[config.mk]
export PLATFORM = sky130hd
export DESIGN_NAME = sha256_message_padder
export DESIGN_NICKNAME = d
export VERILOG_FILES = /design/src/rtl/smp_pkg.sv /design/src/rtl/sha256_message_padder.sv /design/src/rtl/smp_packer.sv
export SDC_FILE = /design/constraint.sdc
export NUM_CORES = 1
export LEC_CHECK = 0
export BUFFER_PORTS_ARGS = -buffer_cell sky130_fd_sc_hd__buf_2
export CORE_ASPECT_RATIO = 1.5
export CORE_MARGIN = 2
export CORE_UTILIZATION = 61
export CTS_BUF_LIST = sky130_fd_sc_hd__clkbuf_16
export CTS_CLUSTER_SIZE = 10
export DETAILED_ROUTE_END_ITERATION = 12
export PLACE_DENSITY = 0.8
export SLEW_MARGIN = 20
export SYNTH_ARGS = -nofsm -noshare
export SYNTH_HDL_FRONTEND = slang
export SYNTH_HIERARCHICAL = 1
export SYNTH_SLANG_ARGS = --single-unit
[constraint.sdc]
create_clock -name clk -period 3.6 [get_ports clk]
set_input_delay 0.54 -clock clk [delete_from_list [all_inputs] [get_ports clk]]
set_output_delay 0.54 -clock clk [all_outputs]
set_load 0.005 [all_outputs]
[src/rtl/smp_pkg.sv]
// Shared types and constants for the SHA-256 message padder.
package smp_pkg;

    localparam int unsigned WORD_W      = 32;
    localparam int unsigned BYTE_W      = 8;
    localparam int unsigned WIB_W       = 4;
    localparam int unsigned POS_W       = 2;
    localparam int unsigned LEN_FULL_W  = 64;

    localparam logic [BYTE_W-1:0] MARKER_BYTE   = 8'h80;
    localparam logic [WIB_W-1:0]  LENGTH_SLOT   = 4'd14;
    localparam logic [WIB_W-1:0]  LAST_SLOT     = 4'd15;
    localparam logic [POS_W-1:0]  LAST_BYTE_POS = 2'd3;

    typedef struct packed {
        logic [BYTE_W-1:0] message_byte;
        logic              byte_present;
        logic              end_of_message;
    } smp_in_t;

    typedef struct packed {
        logic [WORD_W-1:0] padded_word;
        logic              end_of_block;
        logic              last_word;
    } smp_out_t;

    typedef struct packed {
        logic              load;
        logic              clear_word;
        logic              clear_all;
        logic [BYTE_W-1:0] data;
    } smp_pack_cmd_t;

    function automatic logic [WORD_W-1:0] place_byte(
        input logic [BYTE_W-1:0] b,
        input logic [POS_W-1:0]  pos
    );
        logic [WORD_W-1:0] w;
        begin
            w = '0;
            case (pos)
                2'd0:    w[31:24] = b;
                2'd1:    w[23:16] = b;
                2'd2:    w[15:8]  = b;
                default: w[7:0]   = b;
            endcase
            return w;
        end
    endfunction

endpackage

[src/rtl/sha256_message_padder.sv]
// SHA-256 message padder top level: padding sequencer and output register.
//
//  channel | valid      | ready      | payload
//  --------+------------+------------+----------------------------
//  msg     | msg_valid  | msg_ready  | msg  (smp_pkg::smp_in_t)
//  word    | word_valid | word_ready | word (smp_pkg::smp_out_t)
//
// A request with no completed word or end mark is taken in S_IDLE; one
// completing a word also passes S_DATA. An end mark steps through marker,
// zero fill and two length words, one word per cycle while not stalled.
// Reset clears all state; msg_ready is low while the sequencer emits.
// A stalled word_ready holds the sequencer on its current word.
module sha256_message_padder #(
    parameter int unsigned LENGTH_WIDTH = 64
) (
    input  logic              clk,
    input  logic              rst_n,
    input  logic              msg_valid,
    output logic              msg_ready,
    input  smp_pkg::smp_in_t  msg,
    output logic              word_valid,
    input  logic              word_ready,
    output smp_pkg::smp_out_t word
);

    typedef enum logic [2:0] {
        S_IDLE,
        S_DATA,
        S_MARK,
        S_ZERO,
        S_LENHI,
        S_LENLO
    } state_t;

    state_t                         state_reg, state_next;
    logic                           finish_reg, finish_next;
    logic [smp_pkg::WIB_W-1:0]      wib_reg, wib_next;
    smp_pkg::smp_out_t              word_reg, word_next;
    logic                           word_valid_reg, word_valid_next;

    smp_pkg::smp_pack_cmd_t         cmd;
    logic [smp_pkg::WORD_W-1:0]     partial_word;
    logic [smp_pkg::POS_W-1:0]      byte_position;
    logic [LENGTH_WIDTH-1:0]        bit_length;
    logic [smp_pkg::LEN_FULL_W-1:0] len_full;
    logic                           slot_free;
    logic                           emit;
    logic                           accept;

    smp_packer #(
        .LENGTH_WIDTH(LENGTH_WIDTH)
    ) u_packer (
        .clk           (clk),
        .rst_n         (rst_n),
        .cmd           (cmd),
        .partial_word  (partial_word),
        .byte_position (byte_position),
        .bit_length    (bit_length)
    );

    assign len_full  = smp_pkg::LEN_FULL_W'(bit_length);
    assign slot_free = !word_valid_reg || word_ready;
    assign accept    = msg_valid && msg_ready;

    always_comb
    begin
        state_next      = state_reg;
        finish_next     = finish_reg;
        wib_next        = wib_reg;
        word_next       = word_reg;
        emit            = 1'b0;
        cmd.load        = 1'b0;
        cmd.clear_word  = 1'b0;
        cmd.clear_all   = 1'b0;
        cmd.data        = msg.message_byte;

        case (state_reg)
            S_IDLE:
            begin
                if (accept)
                begin
                    finish_next = msg.end_of_message;
                    cmd.load    = msg.byte_present;
                    if (msg.byte_present && byte_position == smp_pkg::LAST_BYTE_POS)
                        state_next = S_DATA;
                    else if (msg.end_of_message)
                        state_next = S_MARK;
                end
            end
            S_DATA:
            begin
                if (slot_free)
                begin
                    emit                  = 1'b1;
                    word_next.padded_word = partial_word;
                    word_next.last_word   = 1'b0;
                    cmd.clear_word        = 1'b1;
                    state_next            = finish_reg ? S_MARK : S_IDLE;
                end
            end
            S_MARK:
            begin
                if (slot_free)
                begin
                    emit                  = 1'b1;
                    word_next.padded_word = partial_word
                        | smp_pkg::place_byte(smp_pkg::MARKER_BYTE, byte_position);
                    word_next.last_word   = 1'b0;
                    state_next = (wib_reg + smp_pkg::WIB_W'(1) == smp_pkg::LENGTH_SLOT)
                                 ? S_LENHI : S_ZERO;
                end
            end
            S_ZERO:
            begin
                if (slot_free)
                begin
                    emit                  = 1'b1;
                    word_next.padded_word = '0;
                    word_next.last_word   = 1'b0;
                    if (wib_reg + smp_pkg::WIB_W'(1) == smp_pkg::LENGTH_SLOT)
                        state_next = S_LENHI;
                end
            end
            S_LENHI:
            begin
                if (slot_free)
                begin
                    emit                  = 1'b1;
                    word_next.padded_word = len_full[63:32];
                    word_next.last_word   = 1'b0;
                    state_next            = S_LENLO;
                end
            end
            S_LENLO:
            begin
                if (slot_free)
                begin
                    emit                  = 1'b1;
                    word_next.padded_word = len_full[31:0];
                    word_next.last_word   = 1'b1;
                    cmd.clear_all         = 1'b1;
                    finish_next           = 1'b0;
                    state_next            = S_IDLE;
                end
            end
            default:
            begin
                state_next = S_IDLE;
            end
        endcase

        if (emit)
        begin
            word_next.end_of_block = (wib_reg == smp_pkg::LAST_SLOT);
            wib_next               = (state_reg == S_LENLO) ? '0
                                     : wib_reg + smp_pkg::WIB_W'(1);
            word_valid_next        = 1'b1;
        end
        else if (word_ready)
            word_valid_next = 1'b0;
        else
            word_valid_next = word_valid_reg;
    end

    always_ff @(posedge clk or negedge rst_n)
    begin
        if (!rst_n)
        begin
            state_reg      <= S_IDLE;
            finish_reg     <= 1'b0;
            wib_reg        <= '0;
            word_valid_reg <= 1'b0;
            word_reg       <= '0;
        end
        else
        begin
            state_reg      <= state_next;
            finish_reg     <= finish_next;
            wib_reg        <= wib_next;
            word_valid_reg <= word_valid_next;
            word_reg       <= word_next;
        end
    end

    assign msg_ready  = (state_reg == S_IDLE);
    assign word_valid = word_valid_reg;
    assign word       = word_reg;

endmodule

[src/rtl/smp_packer.sv]
// Byte packer: partial word, byte position and running bit length.
module smp_packer #(
    parameter int unsigned LENGTH_WIDTH = 64
) (
    input  logic                             clk,
    input  logic                             rst_n,
    input  smp_pkg::smp_pack_cmd_t           cmd,
    output logic [smp_pkg::WORD_W-1:0]       partial_word,
    output logic [smp_pkg::POS_W-1:0]        byte_position,
    output logic [LENGTH_WIDTH-1:0]          bit_length
);

    logic [smp_pkg::WORD_W-1:0] partial_reg, partial_next;
    logic [smp_pkg::POS_W-1:0]  pos_reg, pos_next;
    logic [LENGTH_WIDTH-1:0]    len_reg, len_next;

    always_comb
    begin
        partial_next = partial_reg;
        pos_next     = pos_reg;
        len_next     = len_reg;
        if (cmd.clear_all)
        begin
            partial_next = '0;
            pos_next     = '0;
            len_next     = '0;
        end
        else if (cmd.clear_word)
        begin
            partial_next = '0;
        end
        else if (cmd.load)
        begin
            partial_next = partial_reg | smp_pkg::place_byte(cmd.data, pos_reg);
            pos_next     = pos_reg + smp_pkg::POS_W'(1);
            len_next     = len_reg + LENGTH_WIDTH'(smp_pkg::BYTE_W);
        end
    end

    always_ff @(posedge clk or negedge rst_n)
    begin
        if (!rst_n)
        begin
            partial_reg <= '0;
            pos_reg     <= '0;
            len_reg     <= '0;
        end
        else
        begin
            partial_reg <= partial_next;
            pos_reg     <= pos_next;
            len_reg     <= len_next;
        end
    end

    assign partial_word  = partial_reg;
    assign byte_position = pos_reg;
    assign bit_length    = len_reg;

endmodule
[After elaboration in Yosys (flattened, before gate mapping)]
Cells that the tools add are included.
Word-level totals
  bits in registers: 141
  input bits: 14
Cells by class
  add/subtract/negate cells: 3
  equal/unequal tests: 20
  mux-type cells: 69
  bitwise gates (word level): 2
  reductions and logical operators: 20
Operator list (count)
  2-to-1 mux 32 bit: 8
  2-to-1 mux 8 bit: 28
  2-to-1 mux 64 bit: 3
  one-hot mux 32 bit (5 select lines): 1
  adder 64 x 4 -> 64 bit (second input constant): 1
  bitwise OR 32 bit: 2
  2-to-1 mux 3 bit: 10
  one-hot mux 3 bit (6 select lines): 1
  != test 2 bit (second input constant): 7
  2-to-1 mux 1 bit: 11
  == test 4 bit (second input constant): 2
  2-to-1 mux 2 bit: 4
  AND reduction 8 bit: 1
  nonzero test 2 bit: 4
  == test 3 x 2 -> 1 bit (second input constant): 2
  == test 3 bit (second input constant): 2
  AND reduction 3 bit: 2
  AND reduction 6 bit: 1
  nonzero test 5 bit: 1
  OR reduction 5 bit: 1
  adder 4 x 1 -> 4 bit (second input constant): 1
  == test 2 bit (second input constant): 2
  2-to-1 mux 4 bit: 1
  != test 2 x 1 -> 1 bit (second input constant): 2
  other kinds (14): 16

[Longest topological paths before layout]
Gate-level depths: netlist of the first run.
  depth in word-level cells: 11
  mapped depth: 10
  depth with buffers taken out: 7

[Cells and area by module]
Netlist of the first run, hierarchy kept.
Modules (own cells, without submodules)
  smp_packer: times used 1, cells each 478, area an instance 4595.7 µm²
  sha256_message_padder: times used 1, cells each 336, area an instance 3089.2 µm²

[Least setup slack after synthesis of the first run]
Ideal clock, no wire load.
  kind: register to register
  start: register state_reg[1]
  end: register u_packer.len_reg[53], in the netlist u_packer/bit_length[53]
  arrival: 2615 ps
  data required time: 3522 ps
  slack: 907 ps
  stages on the path, launching flop included: 10
  period minus slack after synthesis: 2693 ps
  cells stage by stage: dfrtp_1 > buf_2 > nand2b_1 > buf_1 > nor3b_2 > inv_1 > a2111oi_4 > nand2_4 > or4_1 > a21oi_1
RTL lines
  start, declared: RTL line sha256_message_padder.sv:35  | state_t state_reg, state_next;
  start signal, assigned: RTL line sha256_message_padder.sv:177  | state_reg <= state_next;
  end signal, assigned: RTL line smp_packer.sv:52  | len_reg <= len_next;
  end, declared: RTL line smp_packer.sv:15  | logic [LENGTH_WIDTH-1:0] len_reg, len_next;

==> results of run 1 <==
-- report_power, final --
part / total (mW) / switching (mW) / internal, mW
clock: 1.92 / 0.690 / 1.23
combinational: 1.65 / 1.05 / 0.602
sequential: 2.16 / 0.304 / 1.86
-- layout make-up --
class	instances	area [sq um]	area share
clock buffer	17	425	0.0492
clock inverter	14	220	0.0254
inverter	11	41.3	0.00477
multi-input combinational	610	3940	0.456
sequential	138	3450	0.399
tap	156	195	0.0226
timing repair buffer	62	374	0.0432
-- layer usage --
metal / vias to the layer above / track usage
met1: 3307 / 0.375
met5: - / 0
met4: 0 / 0.155
met3: 79 / 0.0664
li1: 3011 / -
met2: 301 / 0.530
-- placed cells by master (no fill, tap or decap), types with 4 or more instances in the layout --
| cell type | count |
|---|---|
| clkbuf_16 | 17 |
| nand3_1 | 21 |
| and4_1 | 5 |
| a211oi_1 | 33 |
| nand2_1 | 70 |
| clkinv_4 | 4 |
| inv_1 | 11 |
| nand4b_1 | 5 |
| dfrtp_1 | 137 |
| a21oi_1 | 95 |
| nand2b_1 | 5 |
| or4_1 | 15 |
| or3_1 | 10 |
| nor4_1 | 4 |
| ha_1 | 7 |
| o31ai_1 | 14 |
| nand4_1 | 30 |
| bufinv_16 | 5 |
| and3_1 | 10 |
| xnor2_1 | 13 |
| nor2_1 | 78 |
| o21ai_0 | 22 |
| buf_2 | 48 |
| xor2_1 | 21 |
| o41ai_2 | 28 |
| and2_1 | 6 |
| nor2b_1 | 63 |
| buf_4 | 11 |
-- logic make-up (layout without fill, tap and decap cells) --
kind of cell | count (synthesis) | in the layout | synth area share
simple gates | 344 | 344 | 0.243
compound gates | 218 | 218 | 0.211
flops | 138 | 138 | 0.449
buf+inv | 68 | 104 | 0.0404
xor+xnor | 34 | 34 | 0.0388
fa+ha+maj | 7 | 7 | 0.0114
mux | 4 | 4 | 0.00554
other cells | 1 | 3 | 0.000488
-- cell usage after synthesis, drive strengths merged, types with 5 or more instances --
cell type and n:
a211oi 33, a21oi 95, and2 7, and3 10, and4 5, buf 24, clkbuf 33, dfrtp 138
ha 7, inv 11, nand2 71, nand2b 5, nand3 22, nand4 32, nand4b 5, nor2 78
nor2b 63, nor4 6, o21ai 24, o31ai 14, o41ai 30, or3 11, or4 15, xnor2 13
xor2 21
-- worst paths after layout --
check	startpoint	depth (start not counted)	slack, ns	to
max reg2reg	state_reg[2]$_DFFE_PN0P_	9	0.50	u_packer/bit_length[56]$_DFFE_PN0P_
min reg2reg	word[14]$_DFFE_PN0P_	2	0.47	word[14]$_DFFE_PN0P_
max in group asynchronous	rst_n	2	2.61	u_packer/partial_word[30]$_DFFE_PN0P_
max	state_reg[2]$_DFFE_PN0P_	9	0.50	u_packer/bit_length[56]$_DFFE_PN0P_
min	rst_n	1	0.16	word[1]$_DFFE_PN0P_
min in group clk	msg[0]	2	0.42	finish_reg$_DFFE_PN0P_
==> results.md, run 1 <==
* Outcome: completed
* Fin. max-slew vios at 0
* Clock transition at path regs at about 0.06 ns
* Max Cap Viol at 0
* Met3 wire len at roughly 1300 microns
* Cells after Synth at 814
* Initial antenna violation count at 0
* Final setup vio count at 0
* Final Instance Area at between 8000 and 9000 sq um
* Yosys reg bits at approximately 140
* Clock Sinks at about 140
* Post-Place Setup Slack at roughly 0.56 ns
* Initial core utilization at 0.620
* Routability-driven placement congestion ratio at about 0.92
* Nets@finish at approximately 860
* Worst slew pin tran at slightly above 0.8 ns
* Overall Global Routing Usage at 0.314
* I/O Buffers at between 40 and 50
* Dominant cell type by area after synthesis: dfrtp_1
* # DRC at 0
* Metal-1 WL at just over 8000 microns
* Skew-Pair Late Insertion Delay at between 0.4 and 0.5 ns
* WHS at 0.162 ns
* DR top layer: met4
* Sum Neg Setup Slack at 0 ns
* Count of cell types in the netlist at 64
* CP top delay family: simple AND/OR/NAND/NOR gates
* Crit path capture type: register
* Largest net degree at the start of global routing at 86
* Final Worst Setup Slack at ~0.5 ns
* Postcts setup bufs at 0
* Cell Pwr Density at roughly 660 nW/um^2
* Mean post-synth cell area at between 9 and 10 sq um
* FP Rows at 50
* First-pass GRT wire length at 32900 microns
* Share of the synthesized area in the top cell type at 0.449
* Synth area leaders: dfrtp_1, a21oi_1, o41ai_2
* Crit Path Category: reg2reg
* IO Pins at 50
* Lkg Pwr at between 3 and 4 nW
* Cell count after placement at approximately 1000
* Iteration-0 DRC Markers at 593
* CTS max path bufs at 2
* Crit path time final at just over 3 ns
* Filler cells at between 800 and 900
* CTS H-tree depth at 4
* Routed via count at between 6000 and 7000
* Syn-to-layout area delta at 12.6%
* CP Data Arrival Time at 3.41 ns
* Met2 routed WL at around 11000 microns
* Vias in the first global route at between 6000 and 7000
* Die height at roughly 140 microns
* Crit share post-route at 0.861
* Synthesized area at just under 8000 sq um
* Overall Power at 5.73 mW
* Sequential share of the synthesized area at 0.449
* Max stage delay on crit path at roughly 0.48 ns
* Post-synth EDFFs at 0
* Data required time of the critical path at 3.91 ns
* Crit path launch type: register
* Asr flop ratio synth at 1.00
* Layout cell share with drive strength beyond 1 at 0.163
* Most frequent CP cell: buf_4
* Top FF cell, synth: dfrtp_1
* Largest fanout on the critical path at a little over 40
* Max FFs per register at ~60
* Vias/cell at 6.64
* Worst vdd ir at about 330 uV
* Fin cells at between 1000 and 1500
* DR pass1 iterations at 5
* CTS buffer count at 17
* Max frequency at ~0.32 GHz
* Drt wl/cell at ~21 microns
* YS warnings at 6
* Dpl cell area at about 8000 sq um
* Worst hold path type: in2async
* DIE WIDTH at about 96 microns
* CTS tree: done
* Final Hold Fails at 0
* Post-DRT Antenna Nets at 0
* Clock root buffer: clkbuf_16
* N_diodes at 0
* Number of hold buffers added after cts at 0
* Gr ovfl total at 0
* Core footprint at about 12000 sq um
* Die area at approximately 14000 sq um
* Cts repair resizes at 0
* Slew margin rel. at 0.457
* Unrepaired setup endpoints after global routing: no
* WP buf/inv at 2
* Fin Clk Skew at between 0.008 and 0.009 ns
* Dpl hpwl at around 14000 microns
* Critical-path cell list: buf_4, nor2_1, and3_1, nand2b_1, a211oi_1, buf_4, and2_0, nand4_1, mux2_2
* Routed WL at between 20000 and 25000 microns
* CP max stage cell: a211oi_1
* Final core occ at 0.699
(Power assumes the default switching activity.)
==> run 2: changes to the inputs <==
--- a/config.mk
+++ b/config.mk
@@ -5,15 +5,15 @@
 export SDC_FILE = /design/constraint.sdc
 export NUM_CORES = 1
 export LEC_CHECK = 0
+export ABC_AREA = 1
 export BUFFER_PORTS_ARGS = -buffer_cell sky130_fd_sc_hd__buf_2
 export CORE_ASPECT_RATIO = 1.5
 export CORE_MARGIN = 2
-export CORE_UTILIZATION = 61
+export CORE_UTILIZATION = 62
 export CTS_BUF_LIST = sky130_fd_sc_hd__clkbuf_16
 export CTS_CLUSTER_SIZE = 10
 export DETAILED_ROUTE_END_ITERATION = 12
-export PLACE_DENSITY = 0.8
-export SLEW_MARGIN = 20
+export PLACE_DENSITY = 0.81
 export SYNTH_ARGS = -nofsm -noshare
 export SYNTH_HDL_FRONTEND = slang
 export SYNTH_HIERARCHICAL = 1
==> results.md, run 2 <==
* Yosys reg bits at 138 (unchanged)
* Lkg Pwr at 4.47 nW (+15%)
* Crit path launch: state_reg[0]$_DFFE_PN0P_
* Die area at 13900 sq um (+2.7%)
* Largest fanout on the critical path at 13 (-68%)
* DR pass1 iterations at 6 (+1)
* Post-synth EDFFs at 0 (unchanged)
* Dpl hpwl at 17600 microns (+25%)
* Crit path launch type: register
* Iteration-0 DRC Markers at 665 (+12%)
* Routed WL at 24300 microns (+17%)
* Core footprint at 12600 sq um (+1.5%)
* # DRC at 0 (unchanged)
* Vias/cell at 5.67 (-15%)
* Routing usage on met1 at 0.418 (+0.0432)
* Unrepaired setup endpoints after global routing: no
* CTS max path bufs at 2 (unchanged)
* Max FFs per register at 61 (unchanged)
* Sequential share of the synthesized area at 0.430 (-0.0194)
* Number of hold buffers added after cts at 0 (unchanged)
* Sum Neg Setup Slack at 0 ns (unchanged)
* Outcome: completed
* Dominant cell type by area after synthesis: dfrtp_1
* Routability-driven placement congestion ratio at 0.979 (+6.9%)
* Routed via count at 7831 (+17%)
* Cts repair resizes at 0 (unchanged)
* Max Cap Viol at 0 (unchanged)
* Data required time of the critical path at 3.90 ns (about the same)
* Final setup vio count at 0 (unchanged)
* Die height at 143 microns (+1.4%)
* Grt peak-use layer: met2
* Most common cell in the synthesized netlist: nand2_1
* Final core occ at 0.710 (+0.0113)
* Worst vdd ir at 334 uV (+2.2%)
* Syn-to-layout area delta at 11.1%
* Cell Pwr Density at 741 nW/um^2 (+12%)
* Skew-Pair Late Insertion Delay at 0.43 ns (about the same)
* Synth area leaders: dfrtp_1, nand2_1, nor2_1
* IO Pins at 50 (unchanged)
* DIE WIDTH at 96.9 microns (+1.3%)
* Max frequency at 0.354 GHz (+9.7%)
* Initial antenna violation count at 0 (unchanged)
* Met2 GRT Util at 0.639 (+0.109)
* Fin. max-slew vios at 0 (unchanged)
* Vias in the first global route at 7569 (+14%)
* Final Worst Setup Slack at 0.777 ns (+0.275 ns)
* YS warnings at 6 (unchanged)
* Fin Clk Skew at 0.0140 ns (+0.00574 ns)
* Layout cell share with drive strength beyond 1 at 0.104 (-0.0587)
* CTS buffer count at 17 (unchanged)
* Clock transition at path regs at 0.06 ns (about the same)
* Clock Sinks at 138 (unchanged)
* N_diodes at 0 (unchanged)
* FP Rows at 50 (unchanged)
* Worst R2R Start: state_reg[0]$_DFFE_PN0P_
* Mean post-synth cell area at 6.85 sq um (-27%)
* Crit path time final at 2.82 ns (-0.275 ns)
* Share of the synthesized area in the top cell type at 0.430 (-0.0194)
* CTS H-tree depth at 4 (unchanged)
* Cells after Synth at 1172 (+44%)
* WHS at 0.168 ns (+0.00585 ns)
* Initial core utilization at 0.639 (+0.0183)
* Post-DRT Antenna Nets at 0 (unchanged)
* Worst hold path type: in2async
* Crit Path Category: reg2reg
* Largest net degree at the start of global routing at 88 (+2.3%)
* Post-Place Setup Slack at 0.902 ns (+0.345 ns)
* Worst slew pin tran at 0.858 ns (+0.0432 ns)
* Most frequent cells in the layout: nand2_1, nor2_1, dfrtp_1
* Final Hold Fails at 0 (unchanged)
* Overall Global Routing Usage at 0.360 (+0.0460)
* Crit path capture type: register
* CTS tree: done
* Gr ovfl total at 0 (unchanged)
* Count of cell types in the netlist at 39 (-39%)
* Synthesized area at 8030 sq um (+4.5%)
* Most frequent cells after synthesis: nand2_1, nor2_1, dfrtp_1
* Clock root buffer: clkbuf_16
* Drt wl/cell at 17.6 microns (-15%)
* Leading cell type in the layout, fill and taps excluded: nand2_1
* Slew margin rel. at 0.426 (-0.0301)
* Asr flop ratio synth at 1.00 (unchanged)
* GRT met3 Usage at 0.0623 (-0.00413)
* Nets@finish at 1234 (+43%)
* Filler cells at 1074 (+24%)
* Top FF cell, synth: dfrtp_1
* Overall Power at 6.62 mW (+16%)
* Postcts setup bufs at 0 (unchanged)
* I/O Buffers at 49 (unchanged)
* Crit share post-route at 0.784 (-0.0763)
* CP Data Arrival Time at 3.12 ns (-0.29 ns)
* First-pass GRT wire length at 38800 microns (+18%)
## run 2: changes by cell type after synthesis, moves of 11 or more
cell      change
nand2_1     +274
nor2_1      +152
inv_1       +111
nand3_1      +71
nor2b_1      -63
a211oi_1     -33
o41ai_2      -28
nand4_1      -24
clkbuf_1     -23
xor2_1       -21
or4_1        -15
o31ai_1      -13
xnor2_1      -12
or3_1        -11
## run 2: layout make-up
type	count	area, sq um	share of cell area
Multi-Input combinational cell	869	3880	0.434
Clock inverter	15	164	0.0184
Tap cell	156	195	0.0219
Sequential cell	138	3450	0.387
Clock buffer	17	425	0.0477
Inverter	128	484	0.0542
Timing Repair Buffer	59	327	0.0366
## run 2: per-layer routing
| layer | up-vias | share of wire |
|---|---|---|
| li1 | 3746 | - |
| met1 | 3611 | 0.38 |
| met2 | 389 | 0.51 |
| met3 | 85 | 0.068 |
| met4 | 0 | 0.049 |
| met5 | - | 0 |
## run 2: critical path, cell delays in order, from the launching register on
cell and delay [ns]:
dfrtp_1 0.51, nor3_2 0.33, nand2_1 0.08, nor2_1 0.10, buf_4 0.16, nand2_1 0.07
nand2_1 0.42, nand3_2 0.20, nor2_2 0.29, nand2_1 0.22, nor3b_1 0.23, nor2_1 0.07
## run 2: power by group
part | total [mW] | internal, mW | switching, mW
Sequential | 2.62 | 2.09 | 0.524
Combinational | 2.23 | 0.769 | 1.46
Clock | 1.77 | 1.03 | 0.738
Total | 6.62 | 3.90 | 2.72
## run 2: per-stage QoR
step / instance area, sq um / instances
global placement: 8340 / 1350
floorplan: 8040 / 1174
detailed placement: 8340 / 1350
finish: 8930 / 1382
global route: 8930 / 1382
CTS: 8930 / 1382
## run 2: logic make-up after synthesis
| kind of cell | share of synthesized area |
|---|---|
| XOR/XNOR | 0.00109 |
| adder cells (fa/ha/maj) | 0.0109 |
| AND/OR/NAND/NOR | 0.384 |
| flip-flops | 0.430 |
| AO/OA/AOI/OAI | 0.0857 |
| buffers and inverters | 0.0882 |
| other | 0.000467 |
## run 2: worst paths after layout
kind | to | cells past startpoint | slack (ns)
max | u_packer/bit_length[36]$_DFFE_PN0P_ | 11 | 0.78
min | word[3]$_DFFE_PN0P_ | 1 | 0.17
max reg2reg | u_packer/bit_length[36]$_DFFE_PN0P_ | 11 | 0.78
min reg2reg | word[9]$_DFFE_PN0P_ | 2 | 0.48
max in group asynchronous | u_packer/byte_position[0]$_DFFE_PN0P_ | 2 | 2.60
min in group clk | finish_reg$_DFFE_PN0P_ | 3 | 0.42
==> run 3: changes to the inputs <==
==> constraint.sdc (replaced) <==
create_clock -name clk -period 2.6 [get_ports clk]
set_input_delay 0.39 -clock clk [delete_from_list [all_inputs] [get_ports clk]]
set_output_delay 0.39 -clock clk [all_outputs]
set_load 0.005 [all_outputs]
==> results.md, run 3 (synthesis gave the netlist of run 2 again) <==
* CTS buffer count at 17 (unchanged)
* DIE WIDTH at 96.9 microns (unchanged)
* Die height at 143 microns (unchanged)
* Crit path launch type: register
* Final core occ at 0.718 (+0.00816)
* Final Instance Area at 9030 sq um (+1.1%)
* Final Hold Fails at 0 (unchanged)
* Cell Pwr Density at 1040 nW/um^2 (+40%)
* Initial antenna violation count at 0 (unchanged)
* Syn-to-layout area delta at 12.4%
* Worst vdd ir at 511 uV (+53%)
* Routability-driven placement congestion ratio at 1.03 (+5.0%)
* Overall Global Routing Usage at 0.374 (+0.0137)
* Drt wl/cell at 18.1 microns (+2.9%)
* Routed via count at 7960 (+1.6%)
* Sum Neg Setup Slack at 0 ns (unchanged)
* Post-DRT Antenna Nets at 0 (unchanged)
* Die area at 13900 sq um (unchanged)
* Nets@finish at 1243 (+0.73%)
* Final Worst Setup Slack at 0.124 ns (-0.652 ns)
* Final setup vio count at 0 (unchanged)
* Area of the multi-input gates at 3880 sq um (+0.13%)
* Dpl hpwl at 18600 microns (+5.3%)
* CTS tree: done
* Slew margin rel. at 0.563 (+0.136)
* Overall Power at 9.38 mW (+42%)
* Layout cell share with drive strength beyond 1 at 0.111 (+0.00653)
* Iteration-0 DRC Markers at 815 (+23%)
* Data required time of the critical path at 2.92 ns (-0.98 ns)
* Most frequent cells in the layout: nand2_1, nor2_1, dfrtp_1
* Fin cells at 1391 (+0.65%)
* Postcts setup bufs at 0 (unchanged)
* Clock root buffer: clkbuf_16
* Fin. max-slew vios at 0 (unchanged)
* Outcome: completed
* Skew-Pair Late Insertion Delay at 0.42 ns (about the same)
* I/O Buffers at 49 (unchanged)
* # DRC at 0 (unchanged)
* Routed WL at 25200 microns (+3.6%)
* CTS max path bufs at 2 (unchanged)
* Flip-flop and latch area at 3450 sq um (unchanged)
* Lkg Pwr at 4.52 nW (+1.1%)
* Largest net degree at the start of global routing at 69 (-22%)
* Unrepaired setup endpoints after global routing: no
* Worst slew pin tran at 0.654 ns (-0.204 ns)
* Crit Path Category: reg2reg
* Worst hold path type: in2reg
* Dpl cell area at 8410 sq um (+0.87%)
* Clock transition at path regs at 0.06 ns (about the same)
* Leading cell type in the layout, fill and taps excluded: nand2_1
* Crit path capture type: register
* Fin Clk Skew at 0.0102 ns (-0.00377 ns)
* FP Rows at 50 (unchanged)
* First-pass GRT wire length at 40300 microns (+3.9%)
* N_diodes at 0 (unchanged)
* Max FFs per register at 61 (unchanged)
* CP Data Arrival Time at 2.80 ns (-0.32 ns)
* WHS at 0.277 ns (+0.109 ns)
* Post-Place Setup Slack at 0.250 ns (-0.652 ns)
* Largest fanout on the critical path at 8 (-5)
* CTS H-tree depth at 4 (unchanged)
* Cell count after placement at 1358 (+0.59%)
* Max Cap Viol at 0 (unchanged)
* Filler cells at 1089 (+1.4%)
* Core footprint at 12600 sq um (unchanged)
* DR pass1 iterations at 6 (unchanged)
* Crit path time final at 2.48 ns (-0.348 ns)
* Initial core utilization at 0.639 (unchanged)
* IO Pins at 50 (unchanged)
* Max frequency at 0.404 GHz (+14%)
* Vias/cell at 5.72 (+0.99%)
* Gr ovfl total at 0 (unchanged)
* Clock Sinks at 138 (unchanged)
* Vias in the first global route at 7814 (+3.2%)
* Crit share post-route at 0.952 (+0.168)
## run 3: cell types whose count changed in the layout (fill, tap and decap cells not counted), sizes merged
cell | previous run | this run
buf | 59 | 67
dlygate4sd3 | 0 | 1
clkinvlp | 0 | 2
inv | 133 | 136
clkinv | 8 | 3
## run 3: report_power, final
group          total, mW  internal (mW)  leakage (nW)  switching, mW
logic               3.20           1.13          2.45           2.08
registers           3.66           2.90          1.77          0.765
clock network       2.51           1.45         0.292           1.05
total               9.38           5.48          4.52           3.90
## run 3: worst max-delay path, cell delays in order, from the launching register on
cell and delay (ns):
dfrtp_1 0.57, nand2_2 0.14, nor3_1 0.43, nor2_1 0.18, inv_1 0.11, nor2_1 0.06, nor2_1 0.50, nand2_1 0.16
a21oi_1 0.22
## run 3: area by class of cell
cell class                      instances  area share
Sequential cell                       138       0.382
Multi-Input combinational cell        869       0.430
Clock inverter                         15      0.0198
Timing Repair Buffer                   68      0.0453
Clock buffer                           17      0.0471
Inverter                              128      0.0536
Tap cell                              156      0.0216
## run 3: final timing paths
kind / from / endpoint / slack (ns) / cells after the start
worst min register to register: word[1]$_DFFE_PN0P_ / word[1]$_DFFE_PN0P_ / 0.49 / 2
min in group asynchronous: rst_n / word[1]$_DFFE_PN0P_ / 0.52 / 2
worst min-delay path: msg[9] / u_packer/partial_word[7]$_DFFE_PN0P_ / 0.28 / 3
max in group asynchronous: rst_n / word[30]$_DFFE_PN0P_ / 1.32 / 3
worst max register to register: state_reg[0]$_DFFE_PN0P_ / u_packer/partial_word[23]$_DFFE_PN0P_ / 0.12 / 8
worst max-delay path: state_reg[0]$_DFFE_PN0P_ / u_packer/partial_word[23]$_DFFE_PN0P_ / 0.12 / 8
## run 3: timing repair
action                                  CTS  global route
endpoints found under the setup margin    0             1
hold endpoints to repair                 14             0
hold buffers                              1             0
resized for setup                         0             1
## run 3: metal layers
layer,track usage,up-vias,part of all wire
met5,0,-,0
met4,0.241,0,0.075
met3,0.0486,117,0.060
met2,0.649,406,0.50
met1,0.436,3673,0.37
li1,-,3764,-
